--- config.mk ---
export PLATFORM = sky130hd
export DESIGN_NAME = pes_header_scanner_core
export DESIGN_NICKNAME = d
export VERILOG_FILES = /design/src/rtl/core/phs_pkg.sv /design/src/rtl/core/phs_parse.sv /design/src/rtl/core/phs_out_stage.sv /design/src/rtl/core/pes_header_scanner_core.sv
export SDC_FILE = /design/constraint.sdc
export NUM_CORES = 1
export LEC_CHECK = 0
export BUFFER_PORTS_ARGS = -buffer_cell sky130_fd_sc_hd__buf_2
export CELL_PAD_IN_SITES_DETAIL_PLACEMENT = 1
export CELL_PAD_IN_SITES_GLOBAL_PLACEMENT = 1
export CORE_AREA = 2 2 202 204
export CTS_CLUSTER_SIZE = 25
export DETAILED_ROUTE_END_ITERATION = 16
export DIE_AREA = 0 0 204 206
export PLACE_DENSITY_LB_ADDON = 0.2
export REMOVE_ABC_BUFFERS = 1
export SETUP_SLACK_MARGIN = 0.1
export SYNTH_ARGS = -nofsm -noshare
export SYNTH_HDL_FRONTEND = slang
export SYNTH_SLANG_ARGS = --single-unit
--- constraint.sdc ---
create_clock -name clk -period 17 [get_ports clk]
set_input_delay 2.55 -clock clk [delete_from_list [all_inputs] [get_ports clk]]
set_output_delay 2.55 -clock clk [all_outputs]
set_load 0.03 [all_outputs]
--- src/rtl/core/phs_pkg.sv ---
// Shared constants and record type for the PES header scanner.
`timescale 1ns / 1ps

package phs_pkg;

  localparam int OFFSET_BITS = 32;
  localparam int OUT_OFF_W   = 32;
  localparam int TS_W        = 33;
  localparam int IDX_W       = 9;

  // one-hot scan phase
  typedef enum logic [2:0] {
    PH_SEARCH = 3'b001,
    PH_HEADER = 3'b010,
    PH_SKIP   = 3'b100
  } phase_t;

  typedef struct packed {
    logic [OUT_OFF_W-1:0] start_offset;
    logic [OUT_OFF_W-1:0] distance_prev;
    logic [7:0]           stream_ident;
    logic [15:0]          packet_length;
    logic [7:0]           header_length;
    logic                 pts_present;
    logic [TS_W-1:0]      pts_value;
    logic                 dts_present;
    logic [TS_W-1:0]      dts_value;
  } phs_rec_t;

endpackage

--- src/rtl/core/phs_parse.sv ---
// Byte-level start code search, header capture and skip state for one byte per cycle while step_i is high.
`timescale 1ns / 1ps

module phs_parse import phs_pkg::*; (
  input  logic       clk,
  input  logic       rst_n,
  input  logic       step_i,
  input  logic [7:0] byte_i,
  input  logic       last_i,
  output logic       rec_valid_o,
  output phs_rec_t   rec_o
);

  localparam logic [IDX_W-1:0] IDX_STREAM = IDX_W'(3);
  localparam logic [IDX_W-1:0] IDX_LEN_HI = IDX_W'(4);
  localparam logic [IDX_W-1:0] IDX_LEN_LO = IDX_W'(5);
  localparam logic [IDX_W-1:0] IDX_FLAGS  = IDX_W'(7);
  localparam logic [IDX_W-1:0] IDX_HLEN   = IDX_W'(8);
  localparam logic [IDX_W-1:0] IDX_PTS0   = IDX_W'(9);
  localparam logic [IDX_W-1:0] IDX_DTS0   = IDX_W'(14);
  localparam logic [IDX_W:0]   HDR_FIXED  = (IDX_W+1)'(9);

  logic [OFFSET_BITS-1:0] byte_pos_r, byte_pos_nxt;
  logic [OFFSET_BITS-1:0] prev_start_r, prev_start_nxt;
  logic [OFFSET_BITS-1:0] cur_start_r, cur_start_nxt;
  logic [OFFSET_BITS-1:0] start_diff;
  logic [1:0]             zero_run_r, zero_run_nxt;
  phase_t                 phase_r, phase_nxt;
  logic [IDX_W-1:0]       hdr_idx_r, hdr_idx_nxt;
  logic [7:0]             flags_r, flags_nxt;
  logic [7:0]             stream_id_r, stream_id_nxt;
  logic [15:0]            pkt_len_r, pkt_len_nxt;
  logic [7:0]             hdr_len_r, hdr_len_nxt;
  logic [TS_W-1:0]        pts_r, pts_nxt;
  logic [TS_W-1:0]        dts_r, dts_nxt;
  logic [IDX_W:0]         idx_inc;
  logic [IDX_W:0]         end_hdr;
  logic [IDX_W:0]         end_skip;
  logic [IDX_W:0]         need_skip;

  // index of the last header byte that must be captured
  function automatic logic [IDX_W-1:0] last_needed(input logic [7:0] flags);
    logic [IDX_W-1:0] res;
    if (flags[6]) begin
      res = IDX_W'(18);
    end else if (flags[7]) begin
      res = IDX_W'(13);
    end else begin
      res = IDX_W'(8);
    end
    return res;
  endfunction

  // fold one marker-bit timestamp byte into the accumulator
  function automatic logic [TS_W-1:0] ts_fold(input logic [TS_W-1:0] acc,
                                              input logic [2:0] k,
                                              input logic [7:0] b);
    logic [TS_W-1:0] res;
    res = acc;
    case (k)
      3'd0:    res = {b[3:1], 30'd0};
      3'd1:    res[29:22] = b;
      3'd2:    res[21:15] = b[7:1];
      3'd3:    res[14:7] = b;
      default: res[6:0] = b[7:1];
    endcase
    return res;
  endfunction

  assign start_diff = cur_start_r - prev_start_r;

  always_comb begin
    byte_pos_nxt   = byte_pos_r + OFFSET_BITS'(1);
    prev_start_nxt = prev_start_r;
    cur_start_nxt  = cur_start_r;
    zero_run_nxt   = zero_run_r;
    phase_nxt      = phase_r;
    hdr_idx_nxt    = hdr_idx_r;
    flags_nxt      = flags_r;
    stream_id_nxt  = stream_id_r;
    pkt_len_nxt    = pkt_len_r;
    hdr_len_nxt    = hdr_len_r;
    pts_nxt        = pts_r;
    dts_nxt        = dts_r;
    rec_valid_o    = 1'b0;
    idx_inc        = {1'b0, hdr_idx_r} + (IDX_W+1)'(1);
    end_hdr        = '0;
    need_skip      = {1'b0, last_needed(flags_r)} + (IDX_W+1)'(1);
    end_skip       = HDR_FIXED + {2'b00, hdr_len_r};
    if (end_skip < need_skip) begin
      end_skip = need_skip;
    end

    case (phase_r)
      PH_HEADER: begin
        case (hdr_idx_r)
          IDX_STREAM: stream_id_nxt = byte_i;
          IDX_LEN_HI: pkt_len_nxt[15:8] = byte_i;
          IDX_LEN_LO: pkt_len_nxt[7:0] = byte_i;
          IDX_FLAGS:  flags_nxt = byte_i;
          IDX_HLEN:   hdr_len_nxt = byte_i;
          default: begin
            if (hdr_idx_r inside {[9:13]}) begin
              pts_nxt = ts_fold(pts_r, 3'(hdr_idx_r - IDX_PTS0), byte_i);
            end else if (hdr_idx_r inside {[14:18]}) begin
              dts_nxt = ts_fold(dts_r, 3'(hdr_idx_r - IDX_DTS0), byte_i);
            end
          end
        endcase
        if (hdr_idx_r >= IDX_HLEN && hdr_idx_r >= last_needed(flags_nxt)) begin
          rec_valid_o    = 1'b1;
          prev_start_nxt = cur_start_r;
          end_hdr        = HDR_FIXED + {2'b00, hdr_len_nxt};
          if (end_hdr > idx_inc) begin
            phase_nxt   = PH_SKIP;
            hdr_idx_nxt = idx_inc[IDX_W-1:0];
          end else begin
            phase_nxt    = PH_SEARCH;
            zero_run_nxt = 2'd0;
            hdr_idx_nxt  = '0;
          end
        end else begin
          hdr_idx_nxt = idx_inc[IDX_W-1:0];
        end
      end
      PH_SKIP: begin
        if (idx_inc >= end_skip) begin
          phase_nxt    = PH_SEARCH;
          zero_run_nxt = 2'd0;
          hdr_idx_nxt  = '0;
        end else begin
          hdr_idx_nxt = idx_inc[IDX_W-1:0];
        end
      end
      default: begin
        if (byte_i == 8'h01 && zero_run_r == 2'd2) begin
          cur_start_nxt = byte_pos_r - OFFSET_BITS'(2);
          phase_nxt     = PH_HEADER;
          hdr_idx_nxt   = IDX_STREAM;
          flags_nxt     = '0;
          stream_id_nxt = '0;
          pkt_len_nxt   = '0;
          hdr_len_nxt   = '0;
          pts_nxt       = '0;
          dts_nxt       = '0;
          zero_run_nxt  = 2'd0;
        end else if (byte_i == 8'h00) begin
          zero_run_nxt = (zero_run_r == 2'd2) ? 2'd2 : zero_run_r + 2'd1;
        end else begin
          zero_run_nxt = 2'd0;
        end
      end
    endcase

    // take the record fields before an end of stream wipes the scan state
    rec_o.start_offset  = OUT_OFF_W'(cur_start_r);
    rec_o.distance_prev = OUT_OFF_W'(start_diff);
    rec_o.stream_ident  = stream_id_nxt;
    rec_o.packet_length = pkt_len_nxt;
    rec_o.header_length = hdr_len_nxt;
    rec_o.pts_present   = flags_nxt[7];
    rec_o.pts_value     = flags_nxt[7] ? pts_nxt : '0;
    rec_o.dts_present   = flags_nxt[6];
    rec_o.dts_value     = flags_nxt[6] ? dts_nxt : '0;

    // end of stream: drop all scan state, the record above still goes out
    if (last_i) begin
      byte_pos_nxt   = '0;
      prev_start_nxt = '0;
      cur_start_nxt  = '0;
      zero_run_nxt   = 2'd0;
      phase_nxt      = PH_SEARCH;
      hdr_idx_nxt    = '0;
      flags_nxt      = '0;
      stream_id_nxt  = '0;
      pkt_len_nxt    = '0;
      hdr_len_nxt    = '0;
      pts_nxt        = '0;
      dts_nxt        = '0;
    end
  end

  always_ff @(posedge clk) begin
    if (!rst_n) begin
      byte_pos_r   <= '0;
      prev_start_r <= '0;
      cur_start_r  <= '0;
      zero_run_r   <= 2'd0;
      phase_r      <= PH_SEARCH;
      hdr_idx_r    <= '0;
      flags_r      <= '0;
      stream_id_r  <= '0;
      pkt_len_r    <= '0;
      hdr_len_r    <= '0;
      pts_r        <= '0;
      dts_r        <= '0;
    end else if (step_i) begin
      byte_pos_r   <= byte_pos_nxt;
      prev_start_r <= prev_start_nxt;
      cur_start_r  <= cur_start_nxt;
      zero_run_r   <= zero_run_nxt;
      phase_r      <= phase_nxt;
      hdr_idx_r    <= hdr_idx_nxt;
      flags_r      <= flags_nxt;
      stream_id_r  <= stream_id_nxt;
      pkt_len_r    <= pkt_len_nxt;
      hdr_len_r    <= hdr_len_nxt;
      pts_r        <= pts_nxt;
      dts_r        <= dts_nxt;
    end
  end

endmodule

--- src/rtl/core/phs_out_stage.sv ---
// Result register that holds one header record until the consumer takes it.
`timescale 1ns / 1ps

module phs_out_stage import phs_pkg::*; (
  input  logic     clk,
  input  logic     rst_n,
  input  logic     load_i,
  input  phs_rec_t rec_i,
  input  logic     ready_i,
  output logic     valid_o,
  output phs_rec_t rec_o
);

  logic     valid_r, valid_nxt;
  phs_rec_t rec_r;

  always_comb begin
    valid_nxt = valid_r;
    if (valid_r && ready_i) begin
      valid_nxt = 1'b0;
    end
    if (load_i) begin
      valid_nxt = 1'b1;
    end
  end

  always_ff @(posedge clk) begin
    if (!rst_n) begin
      valid_r <= 1'b0;
    end else begin
      valid_r <= valid_nxt;
    end
  end

  // payload needs no reset
  always_ff @(posedge clk) begin
    if (load_i) begin
      rec_r <= rec_i;
    end
  end

  assign valid_o = valid_r;
  assign rec_o   = rec_r;

endmodule

--- src/rtl/core/pes_header_scanner_core.sv ---
// An accepted byte waits in the input register until the parser takes it; a record it
// completes is loaded into the result register, which drives the out_ ports.
// Throughput: one byte per cycle while out_ready is high; at most one record per byte.
// A record left waiting stalls parsing; at most one more byte enters the input register
// before in_ready drops until out_ready returns.
// Reset: rst_n low clears the scan state and the valid flags of the input and result registers.
`timescale 1ns / 1ps

module pes_header_scanner_core import phs_pkg::*; (
  input  logic                 clk,
  input  logic                 rst_n,
  input  logic                 in_valid,
  output logic                 in_ready,
  input  logic [7:0]           in_data_byte,
  input  logic                 in_last_byte,
  output logic                 out_valid,
  input  logic                 out_ready,
  output logic [OUT_OFF_W-1:0] out_start_offset,
  output logic [OUT_OFF_W-1:0] out_distance_prev,
  output logic [7:0]           out_stream_ident,
  output logic [15:0]          out_packet_length,
  output logic [7:0]           out_header_length,
  output logic                 out_pts_present,
  output logic [TS_W-1:0]      out_pts_value,
  output logic                 out_dts_present,
  output logic [TS_W-1:0]      out_dts_value
);

  logic       in_v_r;
  logic [7:0] byte_r;
  logic       last_r;
  logic       advance;
  logic       rec_valid;
  phs_rec_t   rec_comb;
  phs_rec_t   rec_out;

  // parse the held byte only when a produced record has a free slot
  assign advance  = in_v_r && (!out_valid || out_ready);
  assign in_ready = !in_v_r || advance;

  always_ff @(posedge clk) begin
    if (!rst_n) begin
      in_v_r <= 1'b0;
    end else if (in_ready) begin
      in_v_r <= in_valid;
    end
  end

  always_ff @(posedge clk) begin
    if (in_ready && in_valid) begin
      byte_r <= in_data_byte;
      last_r <= in_last_byte;
    end
  end

  phs_parse u_parse (
    .clk         (clk),
    .rst_n       (rst_n),
    .step_i      (advance),
    .byte_i      (byte_r),
    .last_i      (last_r),
    .rec_valid_o (rec_valid),
    .rec_o       (rec_comb)
  );

  phs_out_stage u_out (
    .clk     (clk),
    .rst_n   (rst_n),
    .load_i  (advance && rec_valid),
    .rec_i   (rec_comb),
    .ready_i (out_ready),
    .valid_o (out_valid),
    .rec_o   (rec_out)
  );

  assign out_start_offset  = rec_out.start_offset;
  assign out_distance_prev = rec_out.distance_prev;
  assign out_stream_ident  = rec_out.stream_ident;
  assign out_packet_length = rec_out.packet_length;
  assign out_header_length = rec_out.header_length;
  assign out_pts_present   = rec_out.pts_present;
  assign out_pts_value     = rec_out.pts_value;
  assign out_dts_present   = rec_out.dts_present;
  assign out_dts_value     = rec_out.dts_value;

endmodule

# ---- Word-level counts from Yosys, hierarchy flattened
# Cells that the tools add are included.
dict set report totals {
  regBits 385
  input_bits 13
  word_cells 169
}
dict set report op_classes {
  add_sub_neg 10
  order_cmp 9
  eq_ne 19
  muxes 77
  n_reduce_logical 29
}
# cell count
set ops {}
lappend ops {{2-to-1 mux 33 bit} 9}
lappend ops {{2-to-1 mux 32 bit} 7}
lappend ops {{case mux 33 bit (2 select lines)} 2}
lappend ops {{case mux 8 bit (2 select lines)} 7}
lappend ops {{2-to-1 mux 8 bit} 13}
lappend ops {{2-to-1 mux 9 bit} 8}
lappend ops {{case mux 7 bit (2 select lines)} 4}
lappend ops {{adder 32 x 1 -> 32 bit, second input constant} 1}
lappend ops {{2-to-1 mux 16 bit} 2}
lappend ops {{case mux 16 bit (2 select lines)} 1}
lappend ops {{subtractor 32 x 2 -> 32 bit, second input constant} 1}
lappend ops {{subtractor 32 bit} 1}
lappend ops {{== test 9 x 3 -> 1 bit, second input constant} 3}
lappend ops {{>= comparator 9 x 4 -> 1 bit, second input constant} 3}
lappend ops {{2-to-1 mux 3 bit} 9}
lappend ops {{adder 9 x 1 -> 10 bit, second input constant} 2}
lappend ops {{adder 4 x 8 -> 9 bit, first input constant} 2}
lappend ops {{case mux 9 bit (2 select lines)} 1}
lappend ops {{== test 3 x 2 -> 1 bit, second input constant} 5}
lappend ops {{2-to-1 mux 2 bit} 7}
lappend ops {{>= comparator 10 bit} 1}
lappend ops {{> comparator 10 bit} 1}
lappend ops {{less-than comparator 10 bit} 1}
lappend ops {{2-to-1 mux 10 bit} 1}
lappend ops {{other kinds (31)} 52}

# ---- Depth between registers and ports, before layout
# Gate-level depths: netlist (run 1).
dict set report depth {
  ltp_word 12
  ltp_mapped 22
}

# ---- Modules after synthesis
# From an unflattened synthesis (run 1), not the netlist that was laid out.
dict set report unflattened {
  hier_cells 1821
  hier_area_um2 18260.0
}
# mod n_inst cells_per_inst area_each_um2 seq_area_each_um2
set modules_own_cells {}
lappend modules_own_cells {phs_parse 1 1637 12939.9 4204.0}
lappend modules_own_cells {phs_out_stage 1 167 4966.0 4944.7}
lappend modules_own_cells {pes_header_scanner_core 1 17 354.1 290.3}

# ---- Worst setup path before layout (run 1)
# OpenSTA, ideal clock, no wires.
dict set report synth_path {
  path_type {input to register}
  start {input out_ready}
  end {register u_out.rec_r (netlist bit u_out.rec_o[0]) (enable)}
  arrival_ps 14229
  required_ps 16108
  path_slack_ps 1880
  cell_stages 5
  n_path_buf 2
  path_cell_list {nor2b_1 nand2b_1 buf_2 buf_1 nor3_1}
}
dict set report synth_via {
  elab_chain_len 3
}
# element line
set synth_lines {}
lappend synth_lines {{start: declaration} pes_header_scanner_core.sv:17} ;# input logic out_ready,
lappend synth_lines {{logical OR 1 bit} pes_header_scanner_core.sv:38} ;# assign advance = in_v_r && (!out_valid || out_ready);
lappend synth_lines {{logical AND 1 bit} pes_header_scanner_core.sv:38}
lappend synth_lines {{logical AND 1 bit} pes_header_scanner_core.sv:69} ;# .load_i (advance && rec_valid),
lappend synth_lines {{named net u_out.load_i} phs_out_stage.sv:7} ;# input logic load_i,
lappend synth_lines {{end signal: assignment} phs_out_stage.sv:38} ;# rec_r <= rec_i;
lappend synth_lines {{end: declaration} phs_out_stage.sv:15} ;# phs_rec_t rec_r;
# The timed path passes the listed nets, and every way through them passes these cells.
# A chain may end at the register's enable or synchronous reset.

# ---- Final worst setup path (run 1)
dict set report layout_path {
  start {input out_ready}
  end {output in_ready}
}
dict set report layout_via {
  elab_chain_len 3
}
# element line
set layout_lines {}
lappend layout_lines {{logical OR 1 bit} pes_header_scanner_core.sv:38}
lappend layout_lines {{logical AND 1 bit} pes_header_scanner_core.sv:38}
lappend layout_lines {{logical OR 1 bit} pes_header_scanner_core.sv:39} ;# assign in_ready = !in_v_r || advance;
lappend layout_lines {{end: declaration} pes_header_scanner_core.sv:13} ;# output logic in_ready,
# Every way passes these cells.

==> results.toml, run 1 <==
[floorplanning]
core_area_mm2 = 0.0402
die_h_um = 206
num_io_pins = 179
design.die.area_mm2 = 0.0420
initial_utilization_pct = 45.9
num_rows = 74
die-width_um = 204

[critical_path]
critical_path_arrival_ns = 3.26
r2r_cell_count = 15
cp.required_ns = 14.45
worst_setup_path_end_kind = "output port"
kind_of_critical_path = "input port to output port"
start_kind = "input port"
critPathMaxFanout = 5

[timing]
timing.slew.headroom_pct = 31.3
final-setup-viol-count = 0
rsz0062_at_grt = "no"
min_clock_period_post_route_ns = 5.81
maxSlewViolCount = 0
setup_clock_skew_after_layout_ns = 0.0217
min_period_over_period_pct = 34.2
setup-tns-final_ns = 0
max_freq_ghz = 0.172
final_hold_fails = 0
timing_worst_slew_pin_value_ns = 1.02

[cells_and_area]
instances_no_fill = 2463
antenna_cells = 0
area_growth_syn_to_layout_pct = 15.3
finalCoreUtilization_pct = 53.0
fin_nets = 1988
layout-drive-gt1-share_pct = 16.6

[power_and_ir_drop]
total_leakage_power_nw = 8.51
powerDensity_mw_per_mm2 = 94.6
vdd_ir_drop_max_mv = 0.0929

[synthesis]
synth_compound_gate_area_share_pct = 19.0
ys.warnings.count = 0
synth_mux_area_share_pct = 1.02
post_synth.cell_area_avg_um2 = 10.5
most_common_flop_cell_mapped_by_yosys = "sky130_fd_sc_hd__dfxtp_1"
main_combinational_cell_family_by_area_after_synthesis = "compound AO/OA/AOI/OAI gates"
yosys.area_share.simple_pct = 14.9
synth-async-reset-ratio_pct = 0
synthDistinctLibCells = 83
synth_xor_area_share_pct = 4.70
synth_sequential_area_ratio_pct = 51.2
synth-edff-count = 173
syn-instance-count = 1762
yosys.area_share.adder_pct = 5.33
mappedNetlistArea_mm2 = 0.0184
yosys_reg_bits = 385

[global_routing]
grt_max_degree = 69
grt-busiest-layer = "met2"
global_route.overflow_total = 0
use_met2_pct = 41.3
grt_util_all_layers_pct = 23.9
first_global_vias = 14300
grt_first_pass_wirelength_um = 79300
grt_antenna_before_repair = 0
use_met1_pct = 31.4
use_met3_pct = 2.98

[cts]
cts-root-to-sink-buffers = 3
h-tree-depth = 2
cts_tree = "done"
cts.reportedPaths.clkPinSlew_ns = 0.06
clk_latency_ns = 0.57
clk_root_buffer_cell = "sky130_fd_sc_hd__clkbuf_16"
cts.repair_timing.setup_buffer_count = 0
clock_sinks = 385
tritoncts.num_buffers = 43
post_cts_hold_buffer_count = 0
ctsResizeCount = 0

[place]
finalWeightedCongestion = 0.819
place.port_buffers = 178
post-place-cells = 2384
dpl.hpwl_um = 34600

[flow_run]
max_cap_violations = 0

[detailed_routing]
postRouteWirelength_um = 50700
post-route-drc-count = 0
drt_first_iter_violations = 660
drt_pass1_iterations = 5
vias = 14100
avgRoutedWirePerCell_um = 20.6
drt-vias-per-instance = 5.71
final_antenna_net_count = 0

[worst_hold_path]
hp-class = "register to register"
timing.hold.worst_path_depth = 2

[run_status]
status = "completed"
-- routing by layer --
metal / vias up / wire [µm]
met5: - / 0
met4: 0 / 1050
met3: 62 / 1780
met2: 259 / 24800
met1: 7047 / 23100
li1: 6699 / -
-- cell usage after synthesis (28+ instances only) --
cell type                  instances  area [µm²]
sky130_fd_sc_hd__nand2_1         117         439
sky130_fd_sc_hd__edfxtp_1        173        5190
sky130_fd_sc_hd__dfxtp_1         212        4240
sky130_fd_sc_hd__a21o_1           28         210
sky130_fd_sc_hd__o21ai_0          68         340
sky130_fd_sc_hd__nor2_1          117         439
sky130_fd_sc_hd__a22oi_1         105         788
sky130_fd_sc_hd__nand3_1          29         145
sky130_fd_sc_hd__xor2_1           61         534
sky130_fd_sc_hd__a22o_1          125        1090
sky130_fd_sc_hd__inv_1            70         263
sky130_fd_sc_hd__ha_1             77         963
sky130_fd_sc_hd__a21oi_1          59         295
sky130_fd_sc_hd__clkbuf_1         77         289
sky130_fd_sc_hd__xnor2_1          38         333
sky130_fd_sc_hd__nor2b_1         118         738
-- path summary, 6_finish.rpt --
path	slack, ns	to	startpoint
worst min register to register	0.46	u_parse.pts_r[18]$_SDFFE_PN0P_	u_parse.pts_r[18]$_SDFFE_PN0P_
worst max register to register	12.01	u_out.rec_o[105]$_DFFE_PP_	u_parse.hdr_idx_r[2]$_SDFFE_PN0P_
worst min-delay path	0.46	u_parse.pts_r[18]$_SDFFE_PN0P_	u_parse.pts_r[18]$_SDFFE_PN0P_
worst max-delay path	11.19	in_ready	out_ready
-- through the flow --
stage               cell area, µm²  power, mW  hold slack, ns  setup slack [ns]
floorplan                    18000       1.01           0.425              1.90
global placement             19700       1.03           0.436             11.22
detailed placement           19700       1.03           0.448             11.22
CTS                          21300       2.03           0.462             11.21
global route                 21300       2.07           0.493             11.15
finish                       21300       2.01           0.461             11.19
-- worst max-delay path, stage by stage --
cell and delay (ns):
sky130_fd_sc_hd__buf_2 0.10, sky130_fd_sc_hd__nor2b_1 0.26, sky130_fd_sc_hd__nand2_1 0.15, sky130_fd_sc_hd__buf_2 0.20
-- power by group --
group	switching, mW	internal [mW]	leakage [nW]
sequential	0.00193	0.961	3.61
clock	0.388	0.614	0.745
combinational	0.0366	0.0116	4.15
total	0.426	1.59	8.51
-- flip-flops by register name (all words and copies together), names as in the netlist --
signal,count
u_out.rec_o,164
u_parse.cur_start_r,32
u_parse.zero_run_r,2
u_parse.hdr_len_r,8
u_parse.prev_start_r,32
u_out.valid_o,1
u_parse.flags_r,2
last_r,1
u_parse.byte_pos_r,32
u_parse.hdr_idx_r,9
u_parse.dts_r,33
byte_r,8
u_parse.phase_r,3
u_parse.pts_r,33
u_parse.pkt_len_r,16
u_parse.stream_id_r,8
in_v_r,1
-- cell families (layout without fill, tap and decap cells) --
kind of cell | count (synthesis) | count (layout)
muxes | 18 | 18
and+or+nand+nor | 521 | 521
buffers and inverters | 180 | 349
DFF | 385 | 385
adders and majority gates | 78 | 78
xor gates and xnor gates | 99 | 99
AOI/OAI and AO/OA | 481 | 481
-- cell usage in the layout (no fill, tap or decap), types with 46 or more instances in the layout --
cell,n
sky130_fd_sc_hd__a22o_1,125
sky130_fd_sc_hd__xor2_1,61
sky130_fd_sc_hd__nand2_1,117
sky130_fd_sc_hd__buf_2,177
sky130_fd_sc_hd__edfxtp_1,173
sky130_fd_sc_hd__ha_1,77
sky130_fd_sc_hd__nor2_1,117
sky130_fd_sc_hd__clkbuf_16,46
sky130_fd_sc_hd__inv_1,70
sky130_fd_sc_hd__dfxtp_1,212
sky130_fd_sc_hd__a22oi_1,105
sky130_fd_sc_hd__o21ai_0,67
sky130_fd_sc_hd__nor2b_1,118
sky130_fd_sc_hd__a21oi_1,59
-- cell type report --
cell class                      instances  area, µm²
Fill cell                            4431      18900
Sequential cell                       385       9440
Multi-Input combinational cell       1197       8320
Clock buffer                           56       1260
Timing Repair Buffer                  198       1040
Tap cell                              532        666
Clock inverter                         23        283
Inverter                               72        270
No activity file was read; power rests on OpenSTA's default activity.
==> run 2: changes to the inputs <==
--- a/config.mk
+++ b/config.mk
@@ -8,10 +8,10 @@
 export BUFFER_PORTS_ARGS = -buffer_cell sky130_fd_sc_hd__buf_2
 export CELL_PAD_IN_SITES_DETAIL_PLACEMENT = 1
 export CELL_PAD_IN_SITES_GLOBAL_PLACEMENT = 1
-export CORE_AREA = 2 2 202 204
+export CORE_AREA = 2 2 211 213
 export CTS_CLUSTER_SIZE = 25
 export DETAILED_ROUTE_END_ITERATION = 16
-export DIE_AREA = 0 0 204 206
+export DIE_AREA = 0 0 213 215
 export PLACE_DENSITY_LB_ADDON = 0.2
 export REMOVE_ABC_BUFFERS = 1
 export SETUP_SLACK_MARGIN = 0.1
==> constraint.sdc (replaced) <==
create_clock -name clk -period 5.2 [get_ports clk]
set_input_delay 0.78 -clock clk [delete_from_list [all_inputs] [get_ports clk]]
set_output_delay 0.78 -clock clk [all_outputs]
set_load 0.03 [all_outputs]
==> results.toml, run 2 (synthesis results as in run 1) <==
[critical_path]
worstSetupStartpoint = "u_parse.hdr_idx_r[2]$_SDFFE_PN0P_"
reg2reg_to = "u_parse.hdr_idx_r[5]$_SDFFE_PN0P_"
worst_setup_path_end_kind = "register"
critical_path_arrival_ns = 5.09
cpPeakStageDelay_ns = 0.63
cpLargestDelayFamily = "simple AND/OR/NAND/NOR gates"
timing.reg2reg.setup_slack_ns = 0.62
path_depth = 19
cp.required_ns = 5.71
cp_slowest_cell = "sky130_fd_sc_hd__dfxtp_1"
timing.rr.start = "u_parse.hdr_idx_r[2]$_SDFFE_PN0P_"
cell_chain_of_the_critical_path = "inv_1 > ha_1 > nor2b_1 > nand2_1 > buf_4 > mux2i_1 > o2111ai_1 > xnor2_1 > nor2_1 > a21oi_1 > ha_1 > and3_1 > and3_1 > a32oi_1 > nand2_1 > a21o_1 > nand2_1 > a32oi_1 > nor2b_1"
critPathMaxFanout = 16
r2r_cell_count = 19
start_kind = "register"
critical_path_buffers_and_inverters = 2
critical_path.most_common_cell = "sky130_fd_sc_hd__nand2_1"
kind_of_critical_path = "register to register"
cp-endpoint = "u_parse.hdr_idx_r[5]$_SDFFE_PN0P_"

[global_routing]
first_global_vias = 14600
grt_antenna_before_repair = 0
grt_first_pass_wirelength_um = 81600
grt_max_degree = 102
global_route.overflow_total = 0
grt_util_all_layers_pct = 22.5

[detailed_routing]
vias = 14000
drt-vias-per-instance = 5.56
avgRoutedWirePerCell_um = 20.3
drt_first_iter_violations = 710
postRouteWirelength_um = 51200
drt_pass1_iterations = 5
final_antenna_net_count = 0
post-route-drc-count = 0

[cells_and_area]
layout-drive-gt1-share_pct = 16.3
antenna_cells = 0
mostFrequentLayoutCells = "sky130_fd_sc_hd__dfxtp_1, sky130_fd_sc_hd__buf_2, sky130_fd_sc_hd__edfxtp_1, sky130_fd_sc_hd__a22o_1, sky130_fd_sc_hd__nor2b_1"
instances_no_fill = 2527
fin_area_mm2 = 0.0213
largest_register_ffs = 164
filler_cell_count = 4806
fin_nets = 1990
area_growth_syn_to_layout_pct = 15.5
layout_commonest_cell = "sky130_fd_sc_hd__dfxtp_1"

[place]
place.port_buffers = 178
post-place-cells = 2445
dpl.hpwl_um = 36300
placed_cell_area_mm2 = 0.0198
finalWeightedCongestion = 0.847

[cts]
clk_root_buffer_cell = "sky130_fd_sc_hd__clkbuf_16"
cts.repair_timing.setup_buffer_count = 0
h-tree-depth = 2
cts.reportedPaths.clkPinSlew_ns = 0.06
clock_sinks = 385
cts-root-to-sink-buffers = 3
cts_tree = "done"
post_cts_hold_buffer_count = 0
ctsResizeCount = 0
tritoncts.num_buffers = 44
clk_latency_ns = 0.58

[floorplanning]
design.die.area_mm2 = 0.0458
core_area_mm2 = 0.0436
initial_utilization_pct = 42.3
num_rows = 77
die-width_um = 213
die_h_um = 215
num_io_pins = 179

[timing]
rsz0062_at_grt = "no"
min_period_over_period_pct = 88.0
max_freq_ghz = 0.218
timing.slew.headroom_pct = 29.4
final-setup-viol-count = 0
maxSlewViolCount = 0
timing_worst_slew_pin_value_ns = 1.05
setup_clock_skew_after_layout_ns = 0.0196
min_clock_period_post_route_ns = 4.58
final_hold_fails = 0
hold_ws_ns = 0.388

[worst_hold_path]
hp-class = "input port to register"

[power_and_ir_drop]
vdd_ir_drop_max_mv = 0.189
powerDensity_mw_per_mm2 = 303
total_leakage_power_nw = 8.49

[flow_run]
max_cap_violations = 0

[run_status]
status = "completed"
[run 2: area by class of cell]
class                   count  area, µm²  share of cell area, %
well taps                 592        741                   3.48
repair buffers            199       1080                   5.05
inverters                  72        270                   1.27
multi-input cells        1197       8320                   39.0
clock buffers              64       1280                   6.01
flip-flops and latches    385       9440                   44.3
clock inverters            18        184                  0.863
[run 2: worst min-delay path by stage]
| stage | startpoint | endpoint | slack [ns] | cells past startpoint |
|---|---|---|---|---|
| after floorplan | u_parse.pts_r[22]$_SDFFE_PN0P_ | u_parse.pts_r[22]$_SDFFE_PN0P_ | 0.43 | 2 |
| after global placement | u_parse.pts_r[7]$_SDFFE_PN0P_ | u_parse.pts_r[7]$_SDFFE_PN0P_ | 0.44 | 2 |
| after detailed placement | u_parse.pts_r[22]$_SDFFE_PN0P_ | u_parse.pts_r[22]$_SDFFE_PN0P_ | 0.45 | 2 |
| after CTS | in_data_byte[2] | byte_r[2]$_DFFE_PP_ | 0.36 | 1 |
| after global routing | in_data_byte[0] | byte_r[0]$_DFFE_PP_ | 0.37 | 1 |
| final | in_data_byte[2] | byte_r[2]$_DFFE_PP_ | 0.39 | 1 |
[run 2: worst reg2reg max path, cell delays in order, from the launching register on]
cell                        delay [ns]
sky130_fd_sc_hd__dfxtp_1          0.63
sky130_fd_sc_hd__inv_1            0.25
sky130_fd_sc_hd__ha_1             0.26
sky130_fd_sc_hd__nor2b_1          0.18
sky130_fd_sc_hd__nand2_1          0.24
sky130_fd_sc_hd__buf_4            0.27
sky130_fd_sc_hd__mux2i_1          0.38
sky130_fd_sc_hd__o2111ai_1        0.18
sky130_fd_sc_hd__xnor2_1          0.18
sky130_fd_sc_hd__nor2_1           0.05
sky130_fd_sc_hd__a21oi_1          0.15
sky130_fd_sc_hd__ha_1             0.27
sky130_fd_sc_hd__and3_1           0.20
sky130_fd_sc_hd__and3_1           0.21
sky130_fd_sc_hd__a32oi_1          0.22
sky130_fd_sc_hd__nand2_1          0.09
sky130_fd_sc_hd__a21o_1           0.19
sky130_fd_sc_hd__nand2_1          0.28
sky130_fd_sc_hd__a32oi_1          0.16
sky130_fd_sc_hd__nor2b_1          0.13
[run 2: layer usage]
layer / routed length (µm) / up-vias / GRT usage [%] / part of all wire, %
li1: - / 6705 / - / -
met4: 1320 / 0 / 7.13 / 2.6
met2: 25100 / 232 / 37.9 / 49
met5: 0 / - / 0 / 0
met1: 23000 / 7028 / 29.5 / 45
met3: 1810 / 78 / 3.62 / 3.5
[run 2: report_power, final]
part	switching, mW	total (mW)	internal, mW
logic	0.114	0.152	0.0382
clock network	1.28	3.14	1.87
registers	0.0120	3.16	3.14
total	1.40	6.45	5.05
[run 2: through the flow]
stage          total power, mW  worst slack [ns]  TNS (ns)  util [%]
2_1_floorplan             3.29             -9.52  -1571.14         -
3_3_place_gp              3.37              1.02         0      45.5
3_5_place_dp              3.37             0.724         0      45.5
4_1_cts                   6.53             0.705         0      48.8
5_1_grt                   6.65             0.186         0      48.8
6_report                  6.45             0.622         0      48.8
